[src/rtl/lifo_pkg.sv]
// ----------------------------------------------------------------------------
// lifo_pkg: shared types and constants of the LIFO stack engine
// Sizes, action and status codes, sequencer states and the store port bundles.
// ----------------------------------------------------------------------------
package lifo_pkg;

   // Number of words the stack holds (2 to 64)
   localparam int STACK_DEPTH = 32;

   localparam int ADDR_W   = (STACK_DEPTH > 1) ? $clog2(STACK_DEPTH) : 1;
   localparam int CNT_W    = $clog2(STACK_DEPTH + 1);
   localparam int VALUE_W  = 32;
   localparam int ACTION_W = 3;
   localparam int STATUS_W = 2;
   localparam int INDEX_W  = 6;
   localparam int FILL_W   = 7;

   typedef enum logic [ACTION_W-1:0] {
      ACT_PUSH  = 3'd0,
      ACT_POP   = 3'd1,
      ACT_TOP   = 3'd2,
      ACT_DUP   = 3'd3,
      ACT_SWAP  = 3'd4,
      ACT_CLEAR = 3'd5,
      ACT_DUMP  = 3'd6
   } action_type;

   typedef enum logic [STATUS_W-1:0] {
      ST_OK   = 2'd0,
      ST_FEW  = 2'd1,
      ST_FULL = 2'd2
   } status_type;

   typedef enum logic [2:0] {
      S_IDLE,
      S_POP_RD,
      S_TOP_RD,
      S_DUP_RD,
      S_SWP_1,
      S_SWP_2,
      S_SWP_3,
      S_DUMP
   } state_type;

   typedef struct packed {
      logic               en;
      logic [ADDR_W-1:0]  addr;
      logic [VALUE_W-1:0] data;
   } ram_wr_type;

   typedef struct packed {
      logic              en;
      logic [ADDR_W-1:0] addr;
   } ram_rd_type;

endpackage

[src/rtl/lifo_ram.sv]
// ----------------------------------------------------------------------------
// lifo_ram: entry store of the stack
// One write port, one read port, read data registered.
// ----------------------------------------------------------------------------
module lifo_ram (
   input  logic                            clock,
   input  lifo_pkg::ram_wr_type            wr,
   input  lifo_pkg::ram_rd_type            rd,
   output logic [lifo_pkg::VALUE_W-1:0]    rd_data
);
   import lifo_pkg::*;

   logic [VALUE_W-1:0] mem [STACK_DEPTH];

   always_ff @(posedge clock) begin
      if (wr.en) begin
         mem[wr.addr] <= wr.data;
      end
   end

   always_ff @(posedge clock) begin
      if (rd.en) begin
         rd_data <= mem[rd.addr];
      end
   end

endmodule

[src/rtl/bounded_lifo_stack_engine.sv]
// ----------------------------------------------------------------------------
// bounded_lifo_stack_engine: bounded LIFO stack of signed 32-bit words
// Push, pop, top, dup, swap, clear and dump over a single-port-pair store.
// ----------------------------------------------------------------------------
//
//   channel   direction  handshake              beat contents
//   req       in         start & !busy          action, operand_value
//   rsp       out        rsp_strobe (1 cycle)   status, result_value,
//                                               entry_index, fill_count, last
//
// Work: push, clear, error cases and the unused code finish at accept; pop, top
// and dup do one store read; swap does two reads and two writes through the
// single write port; dump walks the stack top-down, one entry per cycle.
// Each result beat appears the cycle after its work completes.
// Reset (synchronous) empties the stack; stored words stay undefined.
// The receiver cannot stall: every result beat is taken when shown.
//
module bounded_lifo_stack_engine (
   input  logic                                  clock,
   input  logic                                  reset,
   input  logic                                  start,
   output logic                                  busy,
   input  logic [lifo_pkg::ACTION_W-1:0]         req_action,
   input  logic signed [lifo_pkg::VALUE_W-1:0]   req_operand_value,
   output logic                                  rsp_strobe,
   output logic [lifo_pkg::STATUS_W-1:0]         rsp_status,
   output logic signed [lifo_pkg::VALUE_W-1:0]   rsp_result_value,
   output logic [lifo_pkg::INDEX_W-1:0]          rsp_entry_index,
   output logic [lifo_pkg::FILL_W-1:0]           rsp_fill_count,
   output logic                                  rsp_last
);
   import lifo_pkg::*;

   // control state
   state_type          state_ff, state_in;
   logic [CNT_W-1:0]   cnt_ff, cnt_in;
   logic               strobe_ff, strobe_in;

   // datapath registers
   logic [ADDR_W-1:0]  idx_ff, idx_in;     // dump walk position
   logic [VALUE_W-1:0] tmp_ff, tmp_in;     // old top during swap

   // result beat registers
   status_type         status_ff, status_in;
   logic [VALUE_W-1:0] value_ff, value_in;
   logic [INDEX_W-1:0] index_ff, index_in;
   logic [FILL_W-1:0]  fill_ff, fill_in;
   logic               last_ff, last_in;

   // store ports
   ram_wr_type         ram_wr;
   ram_rd_type         ram_rd;
   logic [VALUE_W-1:0] ram_rd_data;

   logic               accept;
   logic               is_empty, is_full, has_two;
   logic [ADDR_W-1:0]  top_addr, below_addr, free_addr;
   action_type         act;

   assign busy     = (state_ff != S_IDLE);
   assign accept   = start && !busy;
   assign act      = action_type'(req_action);

   assign is_empty = (cnt_ff == '0);
   assign is_full  = (cnt_ff == CNT_W'(STACK_DEPTH));
   assign has_two  = (cnt_ff >= CNT_W'(2));

   // top = n-1, below = n-2, free slot = n (only used when not full)
   assign top_addr   = ADDR_W'(cnt_ff - CNT_W'(1));
   assign below_addr = ADDR_W'(cnt_ff - CNT_W'(2));
   assign free_addr  = ADDR_W'(cnt_ff);

   lifo_ram u_ram (
      .clock   (clock),
      .wr      (ram_wr),
      .rd      (ram_rd),
      .rd_data (ram_rd_data)
   );

   // ---------------------------------------------------------------- next state
   always_comb begin
      state_in = state_ff;
      case (state_ff)
         S_IDLE: begin
            if (accept) begin
               case (act)
                  ACT_POP:  state_in = is_empty ? S_IDLE : S_POP_RD;
                  ACT_TOP:  state_in = is_empty ? S_IDLE : S_TOP_RD;
                  ACT_DUP:  state_in = (is_empty || is_full) ? S_IDLE : S_DUP_RD;
                  ACT_SWAP: state_in = has_two ? S_SWP_1 : S_IDLE;
                  ACT_DUMP: state_in = is_empty ? S_IDLE : S_DUMP;
                  default:  state_in = S_IDLE;
               endcase
            end
         end
         S_POP_RD: state_in = S_IDLE;
         S_TOP_RD: state_in = S_IDLE;
         S_DUP_RD: state_in = S_IDLE;
         S_SWP_1:  state_in = S_SWP_2;
         S_SWP_2:  state_in = S_SWP_3;
         S_SWP_3:  state_in = S_IDLE;
         S_DUMP:   state_in = (idx_ff == '0) ? S_IDLE : S_DUMP;
         default:  state_in = S_IDLE;
      endcase
   end

   // ---------------------------------------------------------------- datapath
   always_comb begin
      cnt_in    = cnt_ff;
      idx_in    = idx_ff;
      tmp_in    = tmp_ff;
      strobe_in = 1'b0;
      status_in = ST_OK;
      value_in  = '0;
      index_in  = '0;
      fill_in   = FILL_W'(cnt_ff);
      last_in   = 1'b1;
      ram_wr    = '0;
      ram_rd    = '0;

      case (state_ff)
         S_IDLE: begin
            if (accept) begin
               case (act)
                  ACT_PUSH: begin
                     strobe_in = 1'b1;
                     if (is_full) begin
                        status_in = ST_FULL;
                     end else begin
                        ram_wr.en   = 1'b1;
                        ram_wr.addr = free_addr;
                        ram_wr.data = $unsigned(req_operand_value);
                        cnt_in      = cnt_ff + CNT_W'(1);
                        fill_in     = FILL_W'(cnt_ff + CNT_W'(1));
                     end
                  end
                  ACT_POP: begin
                     if (is_empty) begin
                        strobe_in = 1'b1;
                        status_in = ST_FEW;
                     end else begin
                        ram_rd.en   = 1'b1;
                        ram_rd.addr = top_addr;
                        cnt_in      = cnt_ff - CNT_W'(1);
                     end
                  end
                  ACT_TOP, ACT_DUP: begin
                     if (is_empty) begin
                        strobe_in = 1'b1;
                        status_in = ST_FEW;
                     end else if (act == ACT_DUP && is_full) begin
                        strobe_in = 1'b1;
                        status_in = ST_FULL;
                     end else begin
                        ram_rd.en   = 1'b1;
                        ram_rd.addr = top_addr;
                     end
                  end
                  ACT_SWAP: begin
                     if (!has_two) begin
                        strobe_in = 1'b1;
                        status_in = ST_FEW;
                     end else begin
                        ram_rd.en   = 1'b1;
                        ram_rd.addr = top_addr;
                     end
                  end
                  ACT_CLEAR: begin
                     strobe_in = 1'b1;
                     cnt_in    = '0;
                     fill_in   = '0;
                  end
                  ACT_DUMP: begin
                     if (is_empty) begin
                        strobe_in = 1'b1;
                        status_in = ST_FEW;
                     end else begin
                        ram_rd.en   = 1'b1;
                        ram_rd.addr = top_addr;
                        idx_in      = top_addr;
                     end
                  end
                  default: begin
                     // unused code: plain ok beat, nothing changes
                     strobe_in = 1'b1;
                  end
               endcase
            end
         end
         S_POP_RD, S_TOP_RD: begin
            // pop already dropped the count at accept
            strobe_in = 1'b1;
            value_in  = ram_rd_data;
         end
         S_DUP_RD: begin
            ram_wr.en   = 1'b1;
            ram_wr.addr = free_addr;
            ram_wr.data = ram_rd_data;
            cnt_in      = cnt_ff + CNT_W'(1);
            strobe_in   = 1'b1;
            fill_in     = FILL_W'(cnt_ff + CNT_W'(1));
         end
         S_SWP_1: begin
            tmp_in      = ram_rd_data;
            ram_rd.en   = 1'b1;
            ram_rd.addr = below_addr;
         end
         S_SWP_2: begin
            ram_wr.en   = 1'b1;
            ram_wr.addr = top_addr;
            ram_wr.data = ram_rd_data;
         end
         S_SWP_3: begin
            ram_wr.en   = 1'b1;
            ram_wr.addr = below_addr;
            ram_wr.data = tmp_ff;
            strobe_in   = 1'b1;
         end
         S_DUMP: begin
            strobe_in = 1'b1;
            value_in  = ram_rd_data;
            index_in  = INDEX_W'(idx_ff);
            last_in   = (idx_ff == '0);
            if (idx_ff != '0) begin
               ram_rd.en   = 1'b1;
               ram_rd.addr = idx_ff - ADDR_W'(1);
               idx_in      = idx_ff - ADDR_W'(1);
            end
         end
         default: begin
            strobe_in = 1'b0;
         end
      endcase
   end

   // ---------------------------------------------------------------- registers
   always_ff @(posedge clock) begin
      if (reset) begin
         state_ff  <= S_IDLE;
         cnt_ff    <= '0;
         strobe_ff <= 1'b0;
      end else begin
         state_ff  <= state_in;
         cnt_ff    <= cnt_in;
         strobe_ff <= strobe_in;
      end
   end

   always_ff @(posedge clock) begin
      idx_ff    <= idx_in;
      tmp_ff    <= tmp_in;
      status_ff <= status_in;
      value_ff  <= value_in;
      index_ff  <= index_in;
      fill_ff   <= fill_in;
      last_ff   <= last_in;
   end

   assign rsp_strobe       = strobe_ff;
   assign rsp_status       = status_ff;
   assign rsp_result_value = $signed(value_ff);
   assign rsp_entry_index  = index_ff;
   assign rsp_fill_count   = fill_ff;
   assign rsp_last         = last_ff;

`ifndef SYNTHESIS
   a_cnt_bound: assert property (@(posedge clock) disable iff (reset)
      cnt_ff <= CNT_W'(STACK_DEPTH))
      else $error("stack count beyond depth");

   a_dump_beat: assert property (@(posedge clock) disable iff (reset)
      state_ff == S_DUMP |=> rsp_strobe)
      else $error("dump step without result beat");

   a_last_index: assert property (@(posedge clock) disable iff (reset)
      (rsp_strobe && rsp_entry_index != '0) |-> !rsp_last)
      else $error("last set on a non-bottom dump beat");

   a_push_grow: assert property (@(posedge clock) disable iff (reset)
      (accept && act == ACT_PUSH && !is_full) |=>
         cnt_ff == CNT_W'($past(cnt_ff) + CNT_W'(1)))
      else $error("push did not grow the stack");
`endif

endmodule

[config.mk]
export PLATFORM = sky130hd
export DESIGN_NAME = bounded_lifo_stack_engine
export DESIGN_NICKNAME = d
export VERILOG_FILES = /design/src/rtl/lifo_pkg.sv /design/src/rtl/lifo_ram.sv /design/src/rtl/bounded_lifo_stack_engine.sv
export SDC_FILE = /design/constraint.sdc
export NUM_CORES = 1
export LEC_CHECK = 0
export ABC_AREA = 1
export BUFFER_PORTS_ARGS = -buffer_cell sky130_fd_sc_hd__buf_2
export CORE_MARGIN = 2
export CORE_UTILIZATION = 50
export CTS_BUF_LIST = sky130_fd_sc_hd__clkbuf_4 sky130_fd_sc_hd__clkbuf_8
export CTS_CLUSTER_DIAMETER = 40
export CTS_CLUSTER_SIZE = 20
export DETAILED_ROUTE_END_ITERATION = 16
export PLACE_DENSITY = 0.68
export SLEW_MARGIN = 20
export SYNTH_ARGS = -nofsm -noshare
export SYNTH_HDL_FRONTEND = slang
export SYNTH_HIERARCHICAL = 1
export SYNTH_SLANG_ARGS = --single-unit
[constraint.sdc]
create_clock -name clock -period 4.9 [get_ports clock]
set_input_delay 0.735 -clock clock [delete_from_list [all_inputs] [get_ports clock]]
set_output_delay 0.735 -clock clock [all_outputs]
set_load 0.05 [all_outputs]
==> impl_metrics.yaml <==
detailed_routing:
  wl_per_cell_um: 22.71
  drt-total-wl_mm: 125.6
  num_vias: 31707
  final_antenna_net_count: 0
  vias_per_cell: 5.733
  drc: 0
  drt_iter0_drc: 3897
  dr.pass1.iters: 6
clocking:
  cts_buffers: 137
  cts_tree: "yes"
  cts_root_buf: "clkbuf_8"
  cts_hold_buf: 0
  clk_path_buf_depth: 3
  cts.htree.levels: 4
  insertion_delay_ns: 0.84
  cts_setup_buffers: 0
  clock_sinks: 1150
  clk_pin_slew_worst_paths_ns: 0.07
  cts_resized: 0
worst_setup_path:
  cp_data_arrival_time_ns: 4.91
  critPathMaxFanout: 220
  cp-start-kind: "register"
  endpoint_kind: "register"
  setup.worst_path.class: "register to register"
  crit_required_ns: 5.49
cells_and_area:
  area_delta_synth_final_pct: 10.25
  regArea_sq_um: 33960
  multi_input_area_sq_um: 11610
  final_nets: 4210
  final.fill_count: 7691
  final_util_pct: 55.70
  drive_gt1_share_pct: 11.53
power_and_ir_drop:
  leakage_nw: 19.78
  power.density_nw_per_um2: 497.8
  irDropWorstVdd_v: 0.0004073
sta:
  tightest_slew_ns: 1.411
  skew_ns: 0.03943
  fin_crit_sh_pct: 88.19
  fmax_mhz: 231.4
  setup_viol: 0
  rsz0062_at_grt: "false"
  finalSetupTns_ns: 0
  relSlewSlack_pct: 5.967
  fin_crit_ns: 4.321
  final_max_slew_viol_count: 0
  hold_violations: 0
grt:
  grt_pass1_wl_mm: 187.8
  grt_pass1_vias: 29619
  track_usage_pct: 25.85
  grt_overflow: 0
  grt_max_degree: 221
  grt_antenna_before_repair: 2
synth:
  syn_area_sq_um: 47220
  synth_area_leaders: "edfxtp_1 (70%), nand2_1 (13%), nand3_1 (8.4%)"
  synth_warnings: 6
  synthFlopType: "edfxtp_1"
  syn_nets: 4134
  synth-seq-cells: 1150
  synth_area_per_cell_sq_um: 11.55
  synth_cell_types: 40
  netlist.area_leader.share_pct: 69.51
  yosysTopAreaCell: "edfxtp_1"
  seq_area_frac_synth_pct: 71.92
  synth-edff-count: 1093
  syn-instance-count: 4088
  async_flop_share_pct: 0
placement:
  port_buffers: 86
  place_congestion: 0.8894
  dp_hpwl_mm: 65.75
floorplanning:
  start_util_pct: 50.52
  die_x_um: 311.3
  io_pins: 88
  fp-row-count: 112
  die_h_um: 311.3
  coreArea_sq_um: 93470
  dieArea_sq_um: 96910
worst_hold_path:
  hold_class: "input pin to register"
job:
  drv_cap: 0
run_status:
  status: "completed"
[power breakdown]
group	internal [mW]	total, mW	switching (mW)	leakage (nW)
logic	1.82	6.79	4.97	7.11
clock network	3.90	7.70	3.80	1.57
registers	11.2	11.4	0.265	11.1
total	16.9	25.9	9.03	19.8
[final timing paths]
check                          end         startpoint  slack (ns)  cells past startpoint
setup / recovery  u_ram/rd_data[1]          cnt_ff[0]        0.58                     19
hold / removal          rsp_strobe              reset        0.07                      2
setup reg to reg  u_ram/rd_data[1]          cnt_ff[0]        0.58                     19
hold reg to reg         tmp_ff[19]  u_ram/rd_data[19]        0.49                      0
[metrics by stage]
| stage | setup slack [ns] | instance area, sq um | cells | hold WS (ns) | power (mW) |
|---|---|---|---|---|---|
| 6_report | 0.5789 | 52060 | 5531 | 0.06707 | 25.92 |
| 5_1_grt | 0.4314 | 52060 | 5530 | 0.03949 | 27.10 |
| 4_1_cts | 0.9004 | 52020 | 5529 | 0.005429 | 25.92 |
| 3_5_place_dp | 0.9224 | 48820 | 5279 | 0.4758 | 18.31 |
| 3_3_place_gp | 0.9822 | 48820 | 5279 | 0.4640 | 18.25 |
| 2_1_floorplan | 1.276 | 47220 | 4088 | 0.4509 | 16.49 |
[cell type report]
| cell class | count | share of cell area (%) |
|---|---|---|
| Multi-Input combinational cell | 2617 | 22.29 |
| Antenna cell | 2 | 0.009614 |
| Clock inverter | 105 | 2.346 |
| Timing Repair Buffer | 174 | 2.625 |
| Clock buffer | 145 | 3.797 |
| Tap cell | 1254 | 3.014 |
| Sequential cell | 1150 | 65.24 |
| Inverter | 84 | 0.6754 |
[worst max-delay path, cell delays in order, from the launching register on]
cell and delay (ns):
dfxtp_1 0.56, inv_1 0.19, ha_1 0.27, nand2_1 0.10, nor2_1 0.06, nand2_1 0.10, nand2_1 0.09, nand3_1 0.13
nand2_1 0.22, o21bai_4 0.36, inv_16 0.15, buf_4 0.58, nand2_1 0.09, nand3_1 0.06, nand3_1 0.13, nand2_1 0.08
nand2_1 0.06, nand2_1 0.08, nand2_1 0.13, nand2_1 0.10
[cells in the final DEF (no fill, tap or decap), drive strengths merged, types with 34 or more instances in the layout]
cell type / instances
nand2: 1603
dfxtp: 57
a22oi: 34
nand3: 801
nor2: 109
clkbuf: 145
buf: 174
edfxtp: 1093
clkinv: 37
inv: 111
[flip-flops by register name, indices dropped and copies added, names as in the netlist]
signal and flops:
cnt_ff 6, idx_ff 5, rsp_entry_index 5, rsp_fill_count 7
rsp_last 1, rsp_result_value 32, rsp_status 2, rsp_strobe 1
state_ff 3, tmp_ff 32, u_ram/mem 1024, u_ram/rd_data 32
[cell families (layout without fill, tap and decap cells)]
| family | after synthesis | in the layout | share of synthesized area (%) |
|---|---|---|---|
| other | 1 | 3 | 0.007942 |
| and+or+nand+nor | 2522 | 2522 | 22.42 |
| DFF | 1150 | 1150 | 71.92 |
| AOI/OAI and AO/OA | 80 | 80 | 1.102 |
| buffers and inverters | 321 | 508 | 4.224 |
| xor gates and xnor gates | 6 | 6 | 0.1113 |
| adders and majority gates | 8 | 8 | 0.2120 |
[metal layers]
layer	global-route usage [%]	part of all wire [%]	vias to the layer above
met3	5.111	10	214
li1	-	-	14313
met5	0	0	-
met1	36.66	41	15491
met2	40.44	46	1689
met4	8.191	2.5	0
[Yosys cell counts, types with 6 or more instances]
master    count
nand2_1    1597
edfxtp_1   1093
nand3_1     797
nor2_1      102
buf_2        95
inv_1        77
buf_6        70
dfxtp_1      57
a22oi_1      34
buf_4        26
clkbuf_1     25
buf_1        18
o21ai_0      18
a21oi_1       9
ha_1          8
o22ai_1       6
No activity file was read; power rests on OpenSTA's default activity.
